$ cat src/sv/swrl_pkg.sv
`timescale 1ns / 1ps
// shared types, constants and the control program of the rate limiter
// no dependencies
package swrl_pkg;

    localparam int KEY_W  = 6;
    localparam int NOW_W  = 32;
    localparam int CNT_W  = 5;
    localparam int MAXR_W = 5;
    localparam int WIN_W  = 16;

    localparam int CFG_IDX_W  = 4;
    localparam int CFG_DATA_W = 16;

    typedef logic [CFG_IDX_W-1:0] cfg_idx_t;

    localparam cfg_idx_t REG_MAX_REQUESTS = cfg_idx_t'(0);
    localparam cfg_idx_t REG_WINDOW_LEN   = cfg_idx_t'(1);

    localparam logic [MAXR_W-1:0] MAX_REQUESTS_RST = MAXR_W'(10);
    localparam logic [WIN_W-1:0]  WINDOW_LEN_RST   = WIN_W'(1000);

    typedef enum logic [2:0] {
        S_CLEAR,
        S_IDLE,
        S_META,
        S_LOAD,
        S_RD,
        S_CHK,
        S_DEC,
        S_WB
    } step_t;

    typedef enum logic [2:0] {
        COND_ALWAYS,
        COND_IN_VALID,
        COND_CLR_DONE,
        COND_SCAN_STOP,
        COND_OUT_FREE
    } cond_t;

    typedef struct packed {
        logic  take_in;
        logic  load_meta;
        logic  scan;
        logic  decide;
        logic  meta_wr;
        logic  emit;
        logic  clear;
        cond_t cond;
        step_t target;
    } uop_t;

    typedef struct packed {
        logic in_valid;
        logic clr_done;
        logic scan_stop;
        logic out_free;
    } cond_flags_t;

    typedef struct packed {
        logic clr_done;
        logic scan_stop;
    } dp_stat_t;

    // control store: jump to target when the condition holds, else stay
    function automatic uop_t ucode(input step_t s);
        uop_t u;
        u = '0;
        unique case (s)
            S_CLEAR:
            begin
                u.clear  = 1'b1;
                u.cond   = COND_CLR_DONE;
                u.target = S_IDLE;
            end
            S_IDLE:
            begin
                u.take_in = 1'b1;
                u.cond    = COND_IN_VALID;
                u.target  = S_META;
            end
            S_META:
            begin
                u.cond   = COND_ALWAYS;
                u.target = S_LOAD;
            end
            S_LOAD:
            begin
                u.load_meta = 1'b1;
                u.cond      = COND_ALWAYS;
                u.target    = S_RD;
            end
            S_RD:
            begin
                u.cond   = COND_ALWAYS;
                u.target = S_CHK;
            end
            S_CHK:
            begin
                u.scan   = 1'b1;
                u.cond   = COND_SCAN_STOP;
                u.target = S_DEC;
            end
            S_DEC:
            begin
                u.decide = 1'b1;
                u.cond   = COND_ALWAYS;
                u.target = S_WB;
            end
            S_WB:
            begin
                u.meta_wr = 1'b1;
                u.emit    = 1'b1;
                u.cond    = COND_OUT_FREE;
                u.target  = S_IDLE;
            end
        endcase
        return u;
    endfunction

endpackage

$ cat src/sv/swrl_useq.sv
`timescale 1ns / 1ps
// microcode sequencer: step register, control store lookup, conditional jumps
// depends on swrl_pkg
module swrl_useq import swrl_pkg::*; (
    input  logic        clk,
    input  logic        rst_n,
    input  cond_flags_t flags,
    output uop_t        uop
);

    step_t upc_reg;
    step_t upc_next;
    logic  taken;

    always_ff @(posedge clk or negedge rst_n)
    begin
        if (!rst_n)
        begin
            upc_reg <= S_CLEAR;
        end
        else
        begin
            upc_reg <= upc_next;
        end
    end

    always_comb
    begin
        uop = ucode(upc_reg);
        unique case (uop.cond)
            COND_ALWAYS:    taken = 1'b1;
            COND_IN_VALID:  taken = flags.in_valid;
            COND_CLR_DONE:  taken = flags.clr_done;
            COND_SCAN_STOP: taken = flags.scan_stop;
            COND_OUT_FREE:  taken = flags.out_free;
            default:        taken = 1'b0;
        endcase
        upc_next = taken ? uop.target : upc_reg;
    end

    a_no_take_while_clear: assert property (@(posedge clk) disable iff (!rst_n)
        upc_reg == S_CLEAR |-> !uop.take_in)
        else $error("request taken during clearing pass");

    a_accept_starts_item: assert property (@(posedge clk) disable iff (!rst_n)
        (upc_reg == S_IDLE && flags.in_valid) |=> upc_reg == S_META)
        else $error("accepted request did not start processing");

    a_emit_returns_idle: assert property (@(posedge clk) disable iff (!rst_n)
        (upc_reg == S_WB && flags.out_free) |=> upc_reg == S_IDLE)
        else $error("sequencer did not return to idle after result");

endmodule

$ cat config.mk
export PLATFORM = sky130hd
export DESIGN_NAME = swrl_useq
export DESIGN_NICKNAME = d
export VERILOG_FILES = /design/src/sv/swrl_pkg.sv /design/src/sv/swrl_useq.sv
export SDC_FILE = /design/constraint.sdc
export NUM_CORES = 1
export LEC_CHECK = 0
export BUFFER_PORTS_ARGS = -buffer_cell sky130_fd_sc_hd__buf_2
export CAP_MARGIN = 40
export CORE_AREA = 2 2 39 41
export DETAILED_ROUTE_END_ITERATION = 16
export DIE_AREA = 0 0 41 43
export PLACE_DENSITY = 0.45
export SLEW_MARGIN = 20
export SYNTH_ARGS = -nofsm -noshare
export SYNTH_HDL_FRONTEND = slang
export SYNTH_SLANG_ARGS = --single-unit
$ cat constraint.sdc
create_clock -name clk -period 2.17 [get_ports clk]
set_input_delay 0.217 -clock clk [delete_from_list [all_inputs] [get_ports clk]]
set_output_delay 0.217 -clock clk [all_outputs]
set_load 0.05 [all_outputs]
Word level (Yosys, flattened, before mapping). Cells that the tools add are included.

Logic and storage cells: 22. Output and inout bits: 13. Flip-flop bits (word level): 3.

Eq/ne operators: 11. Mux-type cells: 8. Reductions and logical operators: 2.

Operators by type and width (number): $pmux 6 s8 (1); $eq 3x3->1 const B (5); $eq 3x2->1 const B (4); $eq 3x1->1 const B (2); $logic_not 3->1 (2); $mux 1 (5); $pmux 1 s5 (1); $mux 2 (1).

Longest topological paths before layout. Gate-level depths: netlist (run 1).

Word-level depth: 4. Gate-level depth with buffers: 3. Depth with buffers taken out: 2.

Worst setup path before layout (run 1). No wires, ideal clock.

Path kind: reg2out. From: register upc_reg[1]. To: output port uop[10] in the netlist's numbering. Path buffers: 1. Cell stages (with the launch flop): 4. Slack: 0.126 ns. Data required time: 1.953 ns. Arrival time: 1.827 ns. Path through: dfrtp_1 > buf_2 > nor2b_1 > and2_1.

RTL lines: start, declared (RTL line swrl_useq.sv:11) `step_t upc_reg;`; start signal, assigned (RTL line swrl_useq.sv:23) `upc_reg <= upc_next;`; end, declared (RTL line swrl_useq.sv:8) `output uop_t uop`.

==> reports/metrics.yaml, run 1 <==
cts_tree: "done"
die_w_um: 41
firstDrtPassIters: 3
dpl.cell_count: 63
seq_area_sq_um: 75.1
r2r_slack_ns: 0.73
drive_above_1_share_pct: 50.0
vias: 292
synth_seq_cells: 3
synthTopCellsByArea: "dfrtp_1, nor2b_1, nand2_1"
yosysSeqAreaShare_pct: 27.8
gr-usage-all-layers_pct: 7.35
endpoint_kind: "output pin"
r2r_cells: 2
final_max_slew_viol_count: 0
post-synth-top-area-cell: "dfrtp_1"
cts.clk_slew.worst_paths_ns: 0.04
ios: 19
synthCells: 33
gp_congestion: 0.759
synth_top_area_share_pct: 27.8
critPathLaunch: "upc_reg[0]"
area_growth_pct: 46.3
start_util_pct: 19.5
min_period_over_period_pct: 77.6
cp_cell_sequence: "and2b_1 > or2_2 > buf_2"
routed_wl_um: 626
grt_pass1_wl_um: 897
syn_nets: 39
antenna_left: 0
cts_buffer_depth: 2
cts_root_buf: "clkbuf_4"
nets: 59
synth_cell_types: 21
dieHeight_um: 43
r2r_end: "upc_reg[1]"
finClkSkew_ns: 0.000870
critPathSlowestCell: "dfrtp_1"
overflow: 0
setup_tns_ns: 0
multi_input_area_sq_um: 174
clock-sinks: 3
std_cell_rows: 14
antenna_found_initial: 0
gr-usage-met3_pct: 1.57
die-area_sq_um: 1760
hold_end: "upc_reg[0]"
maxCapViolCount: 0
first_global_vias: 231
numPortBuffers: 18
htreeDepth: 1
use_met2_pct: 10.3
drt_iter0_drc: 2
drc: 0
r2r-start: "upc_reg[2]"
post_cts_buffers: 0
core_area_sq_um: 1380
cp-start-kind: "flip-flop"
cp_max_fo: 14
numCtsBuffers: 3
cp.arrival_ns: 1.47
avgSynthCellArea_sq_um: 8.19
n_fill_cell: 156
wl_per_cell_um: 9.21
ys_warn_count: 0
clkLatencyLatePin_ns: 0.23
slowest_delay_ns: 0.53
grt_max_degree: 17
post_cts_resized: 0
grt-busiest-layer: "met2"
syn_area_sq_um: 270
slew_headroom_pct: 72.9
holdCritPathClass: "in -> reg"
setup_viol: 0
use_met1_pct: 10.1
period_minus_slack_ns: 1.68
max_freq_mhz: 594
ctsHoldBuffers: 1
worstHoldStart: "flags[3]"
rsz0062_at_grt: "no"
vias_per_cell: 4.29
worstPathRequired_ns: 1.95
whs_path_depth: 3
largest_reg_flops: 3
diodes: 0
instances_no_fill: 68
dpl.hpwl_um: 451
hold_violations: 0
crit_type: "reg -> out"
status: "finished, final reports clean"
tightestPinTransition_ns: 0.406
Yosys cell counts:
| cell type | number |
|---|---|
| nand2_1 | 4 |
| dfrtp_1 | 3 |
| nor2b_1 | 3 |
| and3_1 | 2 |
| buf_2 | 2 |
| nor2_1 | 2 |
| nor3_1 | 2 |
| or2_2 | 2 |
| a211oi_1 | 1 |
| and2_1 | 1 |
| and2b_1 | 1 |
| and3b_1 | 1 |
| and4b_1 | 1 |
| and4bb_2 | 1 |
| buf_4 | 1 |
| clkbuf_1 | 1 |
| mux2_2 | 1 |
| nor3b_1 | 1 |
| nor4_1 | 1 |
| or4_4 | 1 |
| xnor2_1 | 1 |
worst max-delay path by stage:
stage               to  slack [ns]  cells past startpoint
2_1_floorplan  uop[10]        0.13                      3
3_3_place_gp    uop[1]        0.72                      3
3_5_place_dp    uop[1]        0.73                      3
4_1_cts         uop[1]        0.46                      3
5_1_grt         uop[1]        0.39                      3
6_report        uop[1]        0.49                      3
placed cells by master (no fill, tap or decap), drive strengths merged:
cell / count
buf: 18
nand2: 4
clkbuf: 4
nor2b: 3
dfrtp: 3
nor2: 2
or2: 2
and3: 2
nor3: 2
and2: 1
nor3b: 1
and2b: 1
xnor2: 1
mux2: 1
nor4: 1
and4b: 1
a211oi: 1
and3b: 1
and4bb: 1
or4: 1
dlygate4sd3: 1
critical path, delay by kind of cell, from the launching register on:
| kind | cells | cell delay (ns) |
|---|---|---|
| flops | 1 | 0.53 |
| buf+inv | 1 | 0.21 |
| simple gates | 2 | 0.50 |
final cells by class:
class | count | area share, %
clock buffers | 4 | 6.65
flip-flops and latches | 3 | 19.0
well taps | 16 | 5.06
multi-input cells | 26 | 44.0
repair buffers | 19 | 25.3
logic make-up (layout without fill, tap and decap cells):
logic type                count (synthesis)  in the layout  synth area share (%)
buffers and inverters                     4             23                  7.87
and+or+nand+nor                          23             23                  54.2
DFF                                       3              3                  27.8
muxes                                     1              1                  4.17
xor gates and xnor gates                  1              1                  3.24
AOI/OAI and AO/OA                         1              1                  2.78
through the flow:
stage               setup WS (ns)  cell area [sq um]  hold WS, ns  util (%)
finish                      0.486                395        0.286      28.6
global route                0.385                395        0.286      28.6
CTS                         0.464                395        0.284      28.6
detailed placement          0.725                359       0.0139      25.9
global placement            0.720                359       0.0179      25.9
floorplan                   0.126                270      -0.0786         -
routing by layer:
layer  share of wire, %  up-vias
li1                   -      154
met1                 50      131
met2                 46        7
met3                4.2        0
met4                  0        0
met5                  0        -
Power of run 1 is left out: the tool's default activity adds up to more than one toggle a clock period on the data nets, which glitch-free logic cannot reach.
==> run 2: changes to the inputs <==
--- a/config.mk
+++ b/config.mk
@@ -10,7 +10,7 @@
 export CORE_AREA = 2 2 39 41
 export DETAILED_ROUTE_END_ITERATION = 16
 export DIE_AREA = 0 0 41 43
-export PLACE_DENSITY = 0.45
+export PLACE_DENSITY = 0.47
 export SLEW_MARGIN = 20
 export SYNTH_ARGS = -nofsm -noshare
 export SYNTH_HDL_FRONTEND = slang
==> constraint.sdc (replaced) <==
create_clock -name clk -period 1.5 [get_ports clk]
set_input_delay 0.15 -clock clk [delete_from_list [all_inputs] [get_ports clk]]
set_output_delay 0.15 -clock clk [all_outputs]
set_load 0.05 [all_outputs]
==> run 2 against run 1 <==
  * Clock skew increased by 0.0020 ns
  * Worst hold slack got worse by 0.071 ns
  * Via count increased by 1.0%
  * Cell count increased by 5.9%
  * Design area increased by 21%
  * Critical path depth unchanged
  * Critical path type unchanged
  * First-iteration DRC count increased by 50%
  * Sequential cell count unchanged
  * Setup slack got worse by 0.43 ns
  * Routed wire length increased by 16%
  * Non-clock buffer count increased by 4
==> reports/metrics.yaml, run 2 (synthesized netlist as in run 1, its figures left out) <==
endpoint_kind: "output pin"
cts_root_buf: "clkbuf_4"
antenna_left: 0
drive_above_1_share_pct: 71.4
hold_violations: 0
vias: 295
cp_max_fo: 6
instances_no_fill: 72
first_global_vias: 248
cp_num_buf_inv: 1
max_freq_mhz: 693
vias_per_cell: 4.10
routed_wl_um: 728
htreeDepth: 1
tightestPinTransition_ns: 0.238
clock-sinks: 3
nets: 63
core_area_sq_um: 1380
start_util_pct: 19.5
finClkSkew_ns: 0.00285
cp.arrival_ns: 1.29
holdCritPathClass: "in -> reg"
gp_congestion: 0.742
critPathLaunch: "upc_reg[1]"
largest_reg_flops: 3
die-area_sq_um: 1760
cts.clk_slew.worst_paths_ns: 0.04
clkLatencyLatePin_ns: 0.23
diodes: 0
placed_area_sq_um: 415
cp.depth: 3
cts_tree: "done"
overflow: 0
final_max_slew_viol_count: 0
rsz0062_at_grt: "no"
crit_type: "reg -> out"
wl_per_cell_um: 10.1
std_cell_rows: 14
min_period_over_period_pct: 96.2
cts_buffer_depth: 2
numCtsBuffers: 3
cp_cell_sequence: "and2b_1 > or2_2 > buf_6"
drc: 0
status: "finished, final reports clean"
setup_viol: 0
place_ws_ns: 0.128
gr-usage-all-layers_pct: 9.17
maxCapViolCount: 0
firstDrtPassIters: 2
slowest_delay_ns: 0.44
cp-start-kind: "flip-flop"
dpl.cell_count: 66
area_growth_pct: 76.4
final_util_pct: 34.4
numPortBuffers: 18
worstPathRequired_ns: 1.35
antenna_found_initial: 0
endpoint: "uop[1]"
ios: 19
grt_pass1_wl_mm: 1.01
final_common_cell: "buf_2"
stdcell_area_sq_um: 477
dieHeight_um: 43
r2r_cells: 3
die_w_um: 41
slew_headroom_pct: 84.0
drt_iter0_drc: 3
r2r_end: "upc_reg[1]"
setup_ws_ns: 0.0572
period_minus_slack_ns: 1.44
critPathSlowestCell: "dfrtp_2"
grt_max_degree: 10
path_delay_family: "simple AND/OR/NAND/NOR gates"
r2r-start: "upc_reg[1]"
r2r_slack_ns: 0.08
final_cell_mix: "buf_2, clkbuf_4, nand2_1, buf_4, dfrtp_2"
==> run 2: cell types whose count changed in the layout (fill, tap and decap cells not counted), moves of 2 or more <==
cell and change:
nor3_2 +2, buf_2 -5, buf_4 +4, clkbuf_4 +3, dfrtp_2 +3, dfrtp_1 -3, nor3_1 -2
==> run 2: through the flow <==
step           setup TNS (ns)  hold slack, ns
2_1_floorplan         -0.0835          -0.146
3_3_place_gp                0         -0.0482
3_5_place_dp                0         -0.0523
4_1_cts                     0           0.206
5_1_grt                     0           0.213
6_report                    0           0.215
==> run 2: final cells by class <==
cell class	count	area (sq um)
Clock buffer	4	26.3
Multi-Input combinational cell	26	208
Fill cell	156	907
Tap cell	16	20.0
Timing Repair Buffer	23	144
Sequential cell	3	78.8
==> run 2: timing repair <==
item | 4_1_cts | 5_1_grt
setup buffers | 0 | 1
endpoints found under the hold margin | 3 | 0
hold buffers | 1 | 0
setup endpoints to repair | 3 | 10
gates resized for setup | 2 | 9
gates cloned | 0 | 0
==> run 2: per-layer routing <==
metal | global-route usage (%) | vias up | share of wire (%)
met3 | 3.14 | 0 | 3.8
met5 | 0 | - | 0
met1 | 11.4 | 128 | 47
met4 | 10.0 | 0 | 0
met2 | 10.9 | 8 | 49
li1 | - | 159 | -
==> run 2: how the worst min path moves through the flow <==
stage / from / end / cells after the start
final: flags[3] / upc_reg[0] / 3
after floorplan: rst_n / upc_reg[0] / 0
after global placement: rst_n / upc_reg[2] / 1
after detailed placement: rst_n / upc_reg[2] / 1
after global routing: flags[3] / upc_reg[0] / 3
after CTS: flags[3] / upc_reg[0] / 3
==> run 2: worst min-delay path: cells and delay by family <==
kind	cells	cell delay, ns
AND/OR/NAND/NOR	1	0.10
buffers and inverters	1	0.09
AO/OA/AOI/OAI	1	0.07
Power of run 2 is left out for the same reason.
==> run 3: changes to the inputs <==
--- a/config.mk
+++ b/config.mk
@@ -7,10 +7,12 @@
 export LEC_CHECK = 0
 export BUFFER_PORTS_ARGS = -buffer_cell sky130_fd_sc_hd__buf_2
 export CAP_MARGIN = 40
-export CORE_AREA = 2 2 39 41
+export CELL_PAD_IN_SITES_DETAIL_PLACEMENT = 1
+export CELL_PAD_IN_SITES_GLOBAL_PLACEMENT = 2
+export CORE_ASPECT_RATIO = 1.25
+export CORE_UTILIZATION = 16
 export DETAILED_ROUTE_END_ITERATION = 16
-export DIE_AREA = 0 0 41 43
-export PLACE_DENSITY = 0.47
+export PLACE_DENSITY = 0.66
 export SLEW_MARGIN = 20
 export SYNTH_ARGS = -nofsm -noshare
 export SYNTH_HDL_FRONTEND = slang
==> run 3 against run 2 <==
  * Cell count rose by 5.6%
  * Setup slack improved by 0.0028 ns
  * Die area rose by 5.4%
  * Design area rose by 8.1%
  * Global-route usage fell by 0.12 points
  * Critical path depth did not move
  * Critical path type unchanged
  * Largest cell class unchanged
  * Non-clock buffer count rose by 2
  * Sequential share of layout area fell by 1.5 points
  * Critical endpoint is now uop[12]
  * Utilization fell by 1.9 points
  * Routed wire length rose by 4.3%
==> reports/metrics.yaml, run 3 (synthesized netlist as in run 1, its figures left out) <==
period_minus_slack_ns: 1.44
status: "finished, final reports clean"
crit_type: "reg -> out"
rsz0062_at_grt: "yes"
numCtsBuffers: 3
stdcell_area_sq_um: 515
antenna_left: 0
gp_congestion: 0.773
nets: 65
hold_violations: 0
grt_max_degree: 10
cp_num_buf_inv: 2
tightestPinTransition_ns: 0.310
min_period_over_period_pct: 96.0
diodes: 0
path_delay_family: "flip-flops"
gr-usage-all-layers_pct: 9.06
cp.arrival_ns: 1.29
clkLatencyLatePin_ns: 0.23
cts_buffer_depth: 2
finClkSkew_ns: 0.00400
critPathSlowestCell: "dfrtp_2"
endpoint_kind: "output pin"
max_freq_mhz: 694
final_cell_mix: "buf_2, buf_4, nand2_1, clkbuf_4, buf_6"
worstPathRequired_ns: 1.35
setup_viol: 0
die_w_um: 38.8
start_util_pct: 17.1
setup_tns_ns: 0
area_growth_pct: 90.7
final_max_slew_viol_count: 0
final_common_cell: "buf_2"
drt_iter0_drc: 8
std_cell_rows: 16
first_global_vias: 251
overflow: 0
cts.clk_slew.worst_paths_ns: 0.04
firstDrtPassIters: 3
core_area_sq_um: 1580
vias_per_cell: 4.21
cts_tree: "done"
dpl.hpwl_um: 576
wl_per_cell_um: 9.99
cts_root_buf: "clkbuf_4"
numPortBuffers: 18
die-area_sq_um: 1860
clock-sinks: 3
drc: 0
maxCapViolCount: 0
routed_wl_um: 759
cp_max_fo: 8
dieHeight_um: 48.0
cp-start-kind: "flip-flop"
cp_cell_sequence: "buf_4 > nor3b_2 > buf_2"
antenna_found_initial: 0
grt_pass1_wl_mm: 1.09
slew_headroom_pct: 79.2
largest_reg_flops: 3
vias: 320
holdCritPathClass: "in -> reg"
slowest_delay_ns: 0.46
placed_area_sq_um: 425
htreeDepth: 1
ios: 19
drive_above_1_share_pct: 74.1
-- run 3: repair_timing --
item,CTS,global route
setup endpoints to repair,7,6
hold buffers,1,0
buffers inserted,0,2
cloned,0,0
endpoints found under the hold margin,3,0
gates resized for setup,5,10
-- run 3: through the flow --
step / setup slack (ns) / instances / util [%] / hold WS (ns)
floorplan: -0.0447 / 33 / - / -0.146
global placement: 0.161 / 69 / 26.9 / -0.0497
detailed placement: 0.128 / 69 / 26.9 / -0.0495
CTS: 0.0123 / 74 / 30.0 / 0.206
global route: -0.00449 / 76 / 32.6 / 0.215
finish: 0.0600 / 76 / 32.6 / 0.203
-- run 3: worst paths after layout --
check | start | to | slack, ns | depth (start not counted)
worst max-delay path | upc_reg[1] | uop[12] | 0.06 | 3
worst min-delay path | flags[3] | upc_reg[0] | 0.20 | 3
worst max register to register | upc_reg[1] | upc_reg[1] | 0.08 | 3
worst min register to register | upc_reg[2] | upc_reg[1] | 0.71 | 2
max in group asynchronous | rst_n | upc_reg[0] | 1.13 | 2
min in group asynchronous | rst_n | upc_reg[1] | 0.25 | 2
-- run 3: area by class of cell --
class	instances	area, sq um
sequential	3	77.6
fill	198	1070
tap	18	22.5
multi-input combinational	26	215
clock buffer	4	26.3
timing repair buffer	25	174
-- run 3: worst min-delay path: stages --
cell	delay, ns
buf_2	0.08
or2_2	0.10
a211oi_1	0.06
-- run 3: layer usage --
metal | GRT usage [%] | routed length, um
met1 | 11.2 | 317
met2 | 13.3 | 396
met3 | 5.58 | 45
met4 | 2.07 | 0
met5 | 0 | 0
Power of run 3 is left out for the same reason.
